**src/rtl/tstr_pkg.sv**
```systemverilog
// Shared types, sizes and helper functions of the time-sorted task ring.
package tstr_pkg;

    localparam int DEPTH   = 32;
    localparam int IDX_W   = (DEPTH > 1) ? $clog2(DEPTH) : 1;
    localparam int CNT_W   = $clog2(DEPTH + 1);
    localparam int SUM_W   = CNT_W + 1;
    localparam int KEY_W   = 11;
    localparam int ENTRY_W = 30;

    typedef enum logic [1:0] {
        OP_INSERT = 2'd0,
        OP_TAKE   = 2'd1,
        OP_ROTATE = 2'd2
    } op_t;

    typedef enum logic [1:0] {
        STAT_OK    = 2'd0,
        STAT_EMPTY = 2'd1,
        STAT_FULL  = 2'd2
    } status_t;

    typedef enum logic [3:0] {
        S_IDLE,
        S_SCAN_RD,
        S_SCAN_CMP,
        S_SHIFT_RD,
        S_SHIFT_WR,
        S_INS_WR,
        S_HEAD_RD,
        S_HEAD_CHK,
        S_OUT
    } state_t;

    typedef struct packed {
        logic [4:0]  hour;
        logic [5:0]  minute;
        logic [15:0] command;
        logic [2:0]  level;
    } entry_t;

    typedef struct packed {
        op_t         op;
        logic [4:0]  hour;
        logic [5:0]  minute;
        logic [15:0] command_id;
        logic [2:0]  log_level;
    } req_word_t;

    typedef struct packed {
        status_t     status;
        logic [4:0]  task_hour;
        logic [5:0]  task_minute;
        logic [15:0] task_command;
        logic [2:0]  task_level;
    } rsp_word_t;

    // Physical slot of a position counted from a ring base; the sum stays below twice DEPTH.
    function automatic logic [IDX_W-1:0] ring_add(logic [IDX_W-1:0] base,
                                                  logic [CNT_W-1:0] off);
        logic [SUM_W-1:0] sum;
        sum = SUM_W'(base) + SUM_W'(off);
        if (sum >= SUM_W'(DEPTH))
        begin
            sum = sum - SUM_W'(DEPTH);
        end
        return sum[IDX_W-1:0];
    endfunction

    function automatic logic [KEY_W-1:0] entry_key(entry_t e);
        return {e.hour, e.minute};
    endfunction

endpackage

```
**src/rtl/tstr_ram.sv**
```systemverilog
// Single-port-write, single-port-read synchronous RAM with registered read data.
module tstr_ram #(
    parameter int DEPTH = 32,
    parameter int WIDTH = 30
) (
    input  logic                                    clk,
    input  logic                                    we,
    input  logic [((DEPTH > 1) ? $clog2(DEPTH) : 1)-1:0] waddr,
    input  logic [WIDTH-1:0]                        wdata,
    input  logic                                    re,
    input  logic [((DEPTH > 1) ? $clog2(DEPTH) : 1)-1:0] raddr,
    output logic [WIDTH-1:0]                        rdata
);

    logic [WIDTH-1:0] mem [DEPTH];

    always_ff @(posedge clk)
    begin
        if (we)
        begin
            mem[waddr] <= wdata;
        end
    end

    always_ff @(posedge clk)
    begin
        if (re)
        begin
            rdata <= mem[raddr];
        end
    end

endmodule

```
**src/rtl/time_sorted_task_ring.sv**
```systemverilog
// Top level of the time-sorted task ring: sequencer, ring pointers and result register.
// Sequence: a take and a dropped insert go through head read, head check and output; on an
// empty ring a take or rotate goes straight to output; rotate repeats head read and check per entry moved.
// Insert reads and compares per entry scanned, reads and writes per entry shifted, writes the task,
// then reads and checks the head. One request word at a time, stalled until the sequencer is back in idle.
// Reset: head index and entry count clear to zero; the entry RAM is not cleared.
module time_sorted_task_ring (
    input  logic               clk,
    input  logic               rst_n,
    input  logic               req_valid,
    output logic               req_stall,
    input  tstr_pkg::req_word_t req,
    output logic               rsp_valid,
    input  logic               rsp_stall,
    output tstr_pkg::rsp_word_t rsp
);

    import tstr_pkg::*;

    // Control state.
    state_t           state_reg, state_next;
    logic [IDX_W-1:0] head_reg, head_next;
    logic [CNT_W-1:0] count_reg, count_next;
    logic [CNT_W-1:0] pos_reg, pos_next;     // scan position, also the insert slot
    logic [CNT_W-1:0] idx_reg, idx_next;     // shift cursor, walks from the tail down
    logic [CNT_W-1:0] pops_reg, pops_next;   // number of takes done by a rotate
    logic             rsp_valid_reg, rsp_valid_next;

    // Payload state of the word in progress and of the result.
    op_t              op_reg, op_next;
    status_t          stat_reg, stat_next;
    logic [KEY_W-1:0] key_reg, key_next;
    entry_t           new_reg, new_next;
    rsp_word_t        res_reg, res_next;
    rsp_word_t        rsp_reg, rsp_next;

    // Entry RAM access.
    logic             mem_we;
    logic [IDX_W-1:0] mem_waddr;
    entry_t           mem_wdata;
    logic             mem_re;
    logic [IDX_W-1:0] mem_raddr;
    logic [ENTRY_W-1:0] mem_rdata;
    entry_t           rd_entry;

    logic             accept;
    logic             rsp_free;
    logic             take_now;

    assign rd_entry  = entry_t'(mem_rdata);
    assign accept    = req_valid && !req_stall;
    assign rsp_free  = !rsp_valid_reg || !rsp_stall;
    assign req_stall = (state_reg != S_IDLE);
    assign rsp_valid = rsp_valid_reg;
    assign rsp       = rsp_reg;

    // A rotate with two or more entries always takes once, then keeps taking while the head is earlier than the
    // given time, and never takes more than one full circle.
    assign take_now = (count_reg >= CNT_W'(2)) &&
                      ((pops_reg == '0) ||
                       ((pops_reg < count_reg) && (entry_key(rd_entry) < key_reg)));

    tstr_ram #(
        .DEPTH (DEPTH),
        .WIDTH (ENTRY_W)
    ) u_ram (
        .clk   (clk),
        .we    (mem_we),
        .waddr (mem_waddr),
        .wdata (ENTRY_W'(mem_wdata)),
        .re    (mem_re),
        .raddr (mem_raddr),
        .rdata (mem_rdata)
    );

    // Next-state logic of the sequencer.
    always_comb
    begin
        state_next = state_reg;
        case (state_reg)
            S_IDLE:
            begin
                if (accept)
                begin
                    if (req.op == OP_INSERT)
                    begin
                        // A full ring drops the task and only reports the head.
                        state_next = (count_reg == CNT_W'(DEPTH)) ? S_HEAD_RD : S_SCAN_RD;
                    end
                    else
                    begin
                        state_next = (count_reg == '0) ? S_OUT : S_HEAD_RD;
                    end
                end
            end
            S_SCAN_RD:
            begin
                state_next = (pos_reg == count_reg) ? S_SHIFT_RD : S_SCAN_CMP;
            end
            S_SCAN_CMP:
            begin
                state_next = (key_reg > entry_key(rd_entry)) ? S_SCAN_RD : S_SHIFT_RD;
            end
            S_SHIFT_RD:
            begin
                state_next = (idx_reg > pos_reg) ? S_SHIFT_WR : S_INS_WR;
            end
            S_SHIFT_WR:
            begin
                state_next = S_SHIFT_RD;
            end
            S_INS_WR:
            begin
                state_next = S_HEAD_RD;
            end
            S_HEAD_RD:
            begin
                state_next = S_HEAD_CHK;
            end
            S_HEAD_CHK:
            begin
                state_next = ((op_reg == OP_ROTATE) && take_now) ? S_HEAD_RD : S_OUT;
            end
            S_OUT:
            begin
                if (rsp_free)
                begin
                    state_next = S_IDLE;
                end
            end
            default:
            begin
                state_next = S_IDLE;
            end
        endcase
    end

    // Datapath controls and register updates for each sequencer state.
    always_comb
    begin
        head_next      = head_reg;
        count_next     = count_reg;
        pos_next       = pos_reg;
        idx_next       = idx_reg;
        pops_next      = pops_reg;
        op_next        = op_reg;
        stat_next      = stat_reg;
        key_next       = key_reg;
        new_next       = new_reg;
        res_next       = res_reg;
        rsp_next       = rsp_reg;
        rsp_valid_next = rsp_valid_reg && rsp_stall;
        mem_we         = 1'b0;
        mem_waddr      = head_reg;
        mem_wdata      = rd_entry;
        mem_re         = 1'b0;
        mem_raddr      = head_reg;

        case (state_reg)
            S_IDLE:
            begin
                if (accept)
                begin
                    op_next        = req.op;
                    key_next       = {req.hour, req.minute};
                    new_next       = '{hour: req.hour, minute: req.minute,
                                       command: req.command_id, level: req.log_level};
                    pos_next       = '0;
                    idx_next       = count_reg;
                    pops_next      = '0;
                    stat_next      = STAT_OK;
                    res_next       = '{status: STAT_EMPTY, default: '0};
                    if ((req.op == OP_INSERT) && (count_reg == CNT_W'(DEPTH)))
                    begin
                        stat_next = STAT_FULL;
                    end
                end
            end
            S_SCAN_RD:
            begin
                mem_re    = (pos_reg != count_reg);
                mem_raddr = ring_add(head_reg, pos_reg);
            end
            S_SCAN_CMP:
            begin
                if (key_reg > entry_key(rd_entry))
                begin
                    pos_next = pos_reg + CNT_W'(1);
                end
            end
            S_SHIFT_RD:
            begin
                mem_re    = (idx_reg > pos_reg);
                mem_raddr = ring_add(head_reg, idx_reg - CNT_W'(1));
            end
            S_SHIFT_WR:
            begin
                mem_we    = 1'b1;
                mem_waddr = ring_add(head_reg, idx_reg);
                mem_wdata = rd_entry;
                idx_next  = idx_reg - CNT_W'(1);
            end
            S_INS_WR:
            begin
                mem_we     = 1'b1;
                mem_waddr  = ring_add(head_reg, pos_reg);
                mem_wdata  = new_reg;
                count_next = count_reg + CNT_W'(1);
            end
            S_HEAD_RD:
            begin
                mem_re    = 1'b1;
                mem_raddr = head_reg;
            end
            S_HEAD_CHK:
            begin
                // The read data is the current head; it is the result, replaced if a rotate checks the next head.
                res_next = '{status: stat_reg, task_hour: rd_entry.hour,
                             task_minute: rd_entry.minute, task_command: rd_entry.command,
                             task_level: rd_entry.level};
                if (((op_reg == OP_TAKE) && (count_reg >= CNT_W'(2))) ||
                    ((op_reg == OP_ROTATE) && take_now))
                begin
                    // Copy the head to the tail slot and advance the head.
                    mem_we    = 1'b1;
                    mem_waddr = ring_add(head_reg, count_reg);
                    mem_wdata = rd_entry;
                    head_next = ring_add(head_reg, CNT_W'(1));
                    pops_next = pops_reg + CNT_W'(1);
                end
            end
            S_OUT:
            begin
                if (rsp_free)
                begin
                    rsp_next       = res_reg;
                    rsp_valid_next = 1'b1;
                end
            end
            default:
            begin
                mem_we = 1'b0;
            end
        endcase
    end

    always_ff @(posedge clk or negedge rst_n)
    begin
        if (!rst_n)
        begin
            state_reg     <= S_IDLE;
            head_reg      <= '0;
            count_reg     <= '0;
            pos_reg       <= '0;
            idx_reg       <= '0;
            pops_reg      <= '0;
            rsp_valid_reg <= 1'b0;
        end
        else
        begin
            state_reg     <= state_next;
            head_reg      <= head_next;
            count_reg     <= count_next;
            pos_reg       <= pos_next;
            idx_reg       <= idx_next;
            pops_reg      <= pops_next;
            rsp_valid_reg <= rsp_valid_next;
        end
    end

    always_ff @(posedge clk)
    begin
        op_reg   <= op_next;
        stat_reg <= stat_next;
        key_reg  <= key_next;
        new_reg  <= new_next;
        res_reg  <= res_next;
        rsp_reg  <= rsp_next;
    end

endmodule
```
**config.mk**
```make
export PLATFORM = sky130hd
export DESIGN_NAME = time_sorted_task_ring
export DESIGN_NICKNAME = d
export VERILOG_FILES = /design/src/rtl/tstr_pkg.sv /design/src/rtl/tstr_ram.sv /design/src/rtl/time_sorted_task_ring.sv
export SDC_FILE = /design/constraint.sdc
export NUM_CORES = 1
export LEC_CHECK = 0
export ABC_CLOCK_PERIOD_IN_PS = 8500
export BUFFER_PORTS_ARGS = -buffer_cell sky130_fd_sc_hd__buf_2
export CAP_MARGIN = 30
export CORE_MARGIN = 3
export CORE_UTILIZATION = 55
export CTS_CLUSTER_DIAMETER = 120
export CTS_CLUSTER_SIZE = 40
export DETAILED_ROUTE_END_ITERATION = 6
export HOLD_SLACK_MARGIN = 0.06
export MAX_ROUTING_LAYER = met4
export PLACE_DENSITY_LB_ADDON = 0.15
export SLEW_MARGIN = 20
export SYNTH_ARGS = -nofsm -noshare
export SYNTH_HDL_FRONTEND = slang
export SYNTH_SLANG_ARGS = --single-unit
```
**constraint.sdc**
```tcl
create_clock -name clk -period 8.5 [get_ports clk]
set_input_delay 2.125 -clock clk [delete_from_list [all_inputs] [get_ports clk]]
set_output_delay 2.125 -clock clk [all_outputs]
set_load 0.01 [all_outputs]
```
## Word-level counts from Yosys, hierarchy flattened

Memory sizes are Yosys's and may differ from the RTL's. A register that Yosys moved wholly into a read port is not among the register bits.
Cells that the tools add are included.

| word-level totals | value |
|---|---|
| memories | 1 |
| register bits | 143 |
| output and inout port bits | 34 |
| input port bits | 36 |
| RAM bits | 960 |

Memory list:

| name | depth | bits a word | read ports | clocked after memory_dff | write ports | RTL line | source |
|---|---|---|---|---|---|---|---|
| u_ram.mem | 32 | 30 | 1 | 1 | 1 | tstr_ram.sv:15 | `logic [WIDTH-1:0] mem [DEPTH];` |

| cells by class | value |
|---|---|
| muxes and demuxes | 36 |
| add/subtract/negate cells | 14 |
| eq/ne operators | 17 |
| order comparisons | 10 |
| reductions and logical operators | 30 |

Operators with widths:

| cell | number |
|---|---|
| 32-bit one-hot mux with 2 select lines | 1 |
| 4-bit one-hot mux with 9 select lines | 1 |
| 6-bit one-hot mux with 2 select lines | 3 |
| 32-bit two-way mux | 1 |
| 30-bit two-way mux | 1 |
| 5-bit two-way mux | 6 |
| 5-bit by 6-bit adder with 7-bit output | 4 |
| 7-bit by 6-bit >= comparator with 1-bit output (second input constant) | 4 |
| 5-bit by 1-bit subtractor with 5-bit output (second input constant) | 5 |
| 6-bit two-way mux | 4 |
| 4-bit two-way mux | 5 |
| 6-bit by 1-bit adder with 6-bit output (second input constant) | 3 |
| 4-bit by 3-bit equality test with 1-bit output (second input constant) | 4 |
| 5-bit one-hot mux with 3 select lines | 1 |
| 6-bit zero test | 2 |
| 2-bit AND reduction | 6 |
| 11-bit greater-than comparator | 1 |
| 11-bit < comparator | 1 |
| 5-bit one-hot mux with 2 select lines | 1 |
| 4-bit by 2-bit equality test with 1-bit output (second input constant) | 2 |
| 2-bit inequality test (second input constant) | 4 |
| 1-bit logical AND | 7 |
| 1-bit two-way mux | 7 |
| 5-bit by 1-bit adder with 6-bit output (second input constant) | 1 |
| other kinds (24) | 32 |

## Logic depth before layout (Yosys ltp)

| depth | value |
|---|---|
| word-level depth | 10 |
| gate-level depth with buffers | 13 |
| gate-level depth less buffers | 11 |

## By module

A second synthesis with hierarchy kept.

| unflattened totals | value |
|---|---|
| cells, all modules | 2704 |
| area total of the unflattened synthesis | 45262.2 um2 |

Modules (own cells, without submodules):

| module | times used | area each (um2) | cells an instance |
|---|---|---|---|
| tstr_ram | 1 | 38359.3 | 2122 |
| time_sorted_task_ring | 1 | 6902.9 | 582 |

## Worst setup path before layout

No wires, ideal clock.

| timing path | value |
|---|---|
| kind | flip-flop to flip-flop |
| start | register count_reg[4] |
| end | memory u_ram.mem[10][0], enable pin |
| required time | 8.007 ns |
| path buffers | 3 |
| arrival | 5.382 ns |
| stages on the path, launching flop included | 13 |
| path slack | 2.625 ns |
| clock period less this slack | 5.875 ns |
| cell sequence | dfrtp_1 buf_2 inv_1 ha_1 a21o_1 a21o_1 a211o_1 or3_1 buf_2 a31oi_1 o211ai_1 buf_2 nor4_1 |

| between the ends | value |
|---|---|
| cells in the longest elaborated chain, start to end | 10 |
| elaborated cells between the ends (all ways) | 18 |
| those cells by class | 2 x add/sub; 3 x order compare; 7 x mux; 6 x reduce/logical |

Ends and longest elaborated chain:

| element | RTL line | source |
|---|---|---|
| start: declaration | time_sorted_task_ring.sv:23 | `logic [CNT_W-1:0] count_reg, count_next;` |
| start signal: assignment | time_sorted_task_ring.sv:263 | `count_reg <= count_next;` |
| branches (longest 10 deep; another with 5-bit by 6-bit adder with 7-bit output) | - |  |
| end: declaration | tstr_ram.sv:15 |  |

Parallel ways; which one is timed is not known.

## Worst setup path after layout

| timing path | value |
|---|---|
| start | register u_ram.rdata[29] (read register of u_ram.mem) |
| end | memory u_ram.mem[8][23], enable pin |

| between the ends | value |
|---|---|
| cells in the longest elaborated chain, start to end | 10 |
| elaborated cells between the ends (all ways) | 12 |
| those cells by class | 1 x order compare; 6 x mux; 5 x reduce/logical |

Ends and longest elaborated chain:

| element | RTL line | source |
|---|---|---|
| start: declaration | tstr_ram.sv:12 | `output logic [WIDTH-1:0] rdata` |
| 11-bit < comparator (*) | time_sorted_task_ring.sv:61 | `((pops_reg < count_reg) && (entry_key(rd_entry) < key_reg)));` |
| 1-bit logical AND (*) | time_sorted_task_ring.sv:61 |  |
| 1-bit logical OR (*) | time_sorted_task_ring.sv:60 | `((pops_reg == '0) \|\|` |
| 1-bit logical AND (*) | time_sorted_task_ring.sv:59 | `assign take_now = (count_reg >= CNT_W'(2)) &&` |
| 1-bit logical AND (*) | time_sorted_task_ring.sv:222 | `((op_reg == OP_ROTATE) && take_now))` |
| 1-bit logical OR (*) | time_sorted_task_ring.sv:221 | `if (((op_reg == OP_TAKE) && (count_reg >= CNT_W'(2))) \|\|` |
| 1-bit two-way mux | time_sorted_task_ring.sv:221 |  |
| 1-bit one-hot mux with 2 select lines | time_sorted_task_ring.sv:159 | `case (state_reg)` |
| 1-bit two-way mux | tstr_ram.sv:19 | `if (we)` |
| 1-bit two-way mux (implied by the code) | tstr_ram.sv:21 | `mem[waddr] <= wdata;` |

Mark *: on every way between the ends. The rest lies on a longest branch, timed or not.

==> flow_results.org <==
** Clocking
- After clock tree synthesis, the clock-pin slew on the worst setup and hold paths is 0.13 ns.
- Number of buffers inserted to repair setup after CTS :: 0
- Largest buffer count on any clock path :: 3
- Skew-Pair Late Insertion Delay :: 0.62 ns
- After clock tree synthesis, the flow added hold-fix buffers numbering 0.
- TritonCTS clock tree :: done
- Gates resized during post-CTS repair numbered 0.
- The tree is rooted in a clkbuf_16.
- CTS Buf Count :: 34
- Clock tree sinks :: 1121
- H-tree Lvls :: 2

** Setup path
- Critical path type :: flip-flop to flip-flop
- Crit. Startpoint :: u_ram.rdata[29]$_DFFE_PP_
- Worst reg2reg endpoint :: u_ram.mem[8][23]$_DFFE_PP_
- The worst setup path is captured at a flip-flop.
- Worst R2R Setup Slack :: 3.63 ns
- Max stage delay cell, worst path :: nand4bb_1
- Type of element launching the critical path :: flip-flop
- Required time of the critical path :: 8.75 ns
- CP peak stage delay :: 0.75 ns
- The critical path goes through inv_1 > ha_1 > nand4_1 > nor3_1 > a211o_1 > or3_1 > a31oi_1 > nand4bb_1 > nor4_2 > buf_4.
- In this run the worst path has a maximum fanout of 18.
- R2r startpoint :: u_ram.rdata[29]$_DFFE_PP_
- Data arrival time of the worst path :: between 5 and 6 ns
- The number of buffers and inverters on the critical path is 2.
- Family of cells with the greatest summed delay on the critical path :: simple AND/OR/NAND/NOR gates
- For the worst flop-to-flop path, the logic depth is 10.

** Logic synthesis
- Yosys printed 0 warnings.
- Summing the sequential cell areas from Yosys gives 71.28% of the chip area.
- Average instance area after synthesis :: between 15 and 20 sq um
- In the post-synthesis netlist, the biggest area contributors are edfxtp_1 69%, mux2i_1 19%, dfrtp_1 1.8%.
- Mapped Cells :: 2661
- Proportion of register bits with asynchronous set or reset after synthesis :: just over 3%
- Unique masters post-synth :: 69
- After synthesis the cells add up to 46990 sq um.
- Dominant cell type by area after synthesis :: edfxtp_1
- Flop and latch count out of synthesis :: roughly 1100
- Among all flip-flop cells after synthesis, the most frequent one is edfxtp_1.
- Count of flip-flops with a built-in enable after synthesis :: 1087
- When the netlist entered floorplanning its net count stood at 2747.
- Proportion of netlist area held by the largest area contributor :: 69.47%

** Layout
- The library cells used most frequently in the layout, excluding fill and tap cells, are 1087 x edfxtp_1, 904 x mux2i_1, 81 x buf_4, 69 x buf_2, 52 x mux2_2.
- Fraction of layout instances using a drive strength above 1 :: 11.62%
- Area Overhead vs Synth :: 6.447%
- The register with the most flip-flops in the layout has 960 of them.
- Layout net count :: 2806
- After the flow finishes, the layout carries non-filler instances totaling 3862.
- Leaving out fill and tap cells, the most frequent cell in the layout is edfxtp_1.

** Placed design
- Routability Congestion :: 0.8548
- Cell Count Post-Placement :: 3817
- PortBufs :: 69
- Detailed placer's ending HPWL :: between 60000 and 70000 um

** Worst hold path
- In this run the most critical hold path is launched from res_reg[4]$_SDFFCE_PN0P_.
- Along the worst hold path, the cell count comes to 0.
- Min-Delay Path Class :: flip-flop to flip-flop
- The worst hold path terminates at rsp[4]$_DFFE_PP_.

** Route
- The detail route stage leaves a number of antenna-violating nets equal to 0.
- In the final routed layout, each cell accounts on average for 28.12 um.
- Detail-routed via count per cell :: between 6 and 7
- In this run, the number of DRC markers left after iteration 0 of detailed routing was a little under 2000.
- The first TritonRoute pass finished after 5 iterations.
- Wire length after detailed routing :: 108600 um
- Detailed routing inserted a total of 23350 vias.
- In the routed design, unresolved DRC markers number 0.

** Pwr
- The analysis attributes to cell leakage a power of 20.26 nW.
- Maximum vdd ir drop :: 0.0004864 V
- In this run the power density over the cells is just under 400 nW/um^2.

** Die
- Starting density of the core :: 55.88%
- The die covers 88980 sq um.
- Die Y-Extent :: approximately 300 um
- During I/O placement, the number of pins put on the boundary was 70.
- The core region is roughly 84000 sq um.
- Row Count :: 106
- In this run the horizontal extent of the chip is 298.3 um.

** Timing
- Setup clock skew after layout :: 0.03456 ns
- In the finished design, the share of the clock period the worst path needs comes to 57.30%.
- Unrepaired setup endpoints after global routing :: no
- Based on the critical path, the design can be clocked at up to 205.3 MHz.
- Setup violations remaining at the end of the flow were counted as 0.
- After layout, the minimum clock period comes to 4.870 ns.
- The worst pin sits at a relative slew slack of 25.03%.
- For the final routed database, the setup TNS stands at 0 ns.
- Final hold violations :: 0
- At the pin with the least slew margin, the transition time is 1.125 ns.
- The final-report max-slew violation count is 0.

** Job
- Across the run, the number of max-cap violations was 0.

** GRT
- After global routing the overflow that remains totals 0.
- Antenna violations before repair :: 1
- First-pass GRT wire length :: 158000 um
- Vias in the first global route :: 22880
- Entering global routing, the biggest net connects ~130 pins.
- Total routing resource utilization after global routing :: 24.89%

** Status
- The flow ran to the end, and the final reports show no timing, DRC or antenna violations.
## worst reg2reg max path, cell delays in order, from the launching register on
cell       delay, ns
edfxtp_1        0.52
inv_1           0.22
ha_1            0.37
nand4_1         0.15
nor3_1          0.66
a211o_1         0.27
or3_1           0.33
a31oi_1         0.27
nand4bb_1       0.76
nor4_2          0.49
buf_4           0.46
## metrics by stage
stage | util [%] | total power, mW | worst slack, ns | cell area [sq um] | hold WS [ns]
2_1_floorplan | - | 14.67 | 2.625 | 46990 | 0.4003
3_3_place_gp | 58.25 | 16.94 | 3.844 | 48980 | 0.4011
3_5_place_dp | 58.34 | 17.14 | 3.873 | 49050 | 0.4045
4_1_cts | 59.46 | 19.39 | 3.828 | 50000 | 0.4352
5_1_grt | 59.48 | 20.25 | 3.505 | 50020 | 0.4409
6_report | 59.48 | 19.30 | 3.630 | 50020 | 0.4332
## cells in the mapped netlist, types with 29 or more instances
cell type / count
edfxtp_1: 1087
mux2i_1: 905
buf_2: 90
mux2_2: 52
nand2_1: 48
ha_1: 46
inv_1: 37
nor4_1: 36
nor2_1: 35
dfrtp_1: 34
o21ai_0: 31
clkbuf_1: 29
## cell families after synthesis
group	after synthesis	share of synthesized area, %
simple gates	201	2.229
mux	958	20.56
compound gates	118	1.795
xor+xnor	37	0.6897
fa+ha+maj	50	1.395
flops	1121	71.28
buf+inv	176	2.058
## power by group
part / total [mW] / switching (mW) / leakage, nW / internal [mW]
combinational: 9.08 / 5.48 / 9.54 / 3.60
sequential: 7.92 / 0.298 / 10.3 / 7.62
clock: 2.30 / 1.52 / 0.461 / 0.777
## layer usage
layer  track usage (%)  vias up  wire length, um
li1                  -    10440                -
met1             34.66    12150            47610
met2             39.02      656            51340
met3             4.197      106             7062
met4             5.572        0             2579
met5                 -        -                0
## area by class of cell
type	instances	area, sq um
Multi-Input combinational cell	1364	12870
Tap cell	1134	1419
Clock inverter	4	52.55
Antenna cell	1	2.502
Inverter	39	146.4
Timing Repair Buffer	160	1144
Clock buffer	39	890.9
Sequential cell	1121	33490
Fill cell	6237	34070
## worst max-delay path by stage
stage	depth (start not counted)	slack, ns	to
floorplan	12	2.62	u_ram.mem[10][0]$_DFFE_PP_
global placement	10	3.84	u_ram.mem[28][20]$_DFFE_PP_
detailed placement	10	3.87	u_ram.mem[28][5]$_DFFE_PP_
CTS	10	3.83	u_ram.mem[8][23]$_DFFE_PP_
global route	10	3.50	u_ram.mem[8][23]$_DFFE_PP_
finish	10	3.63	u_ram.mem[8][23]$_DFFE_PP_
No activity file was read; power rests on OpenSTA's default activity.
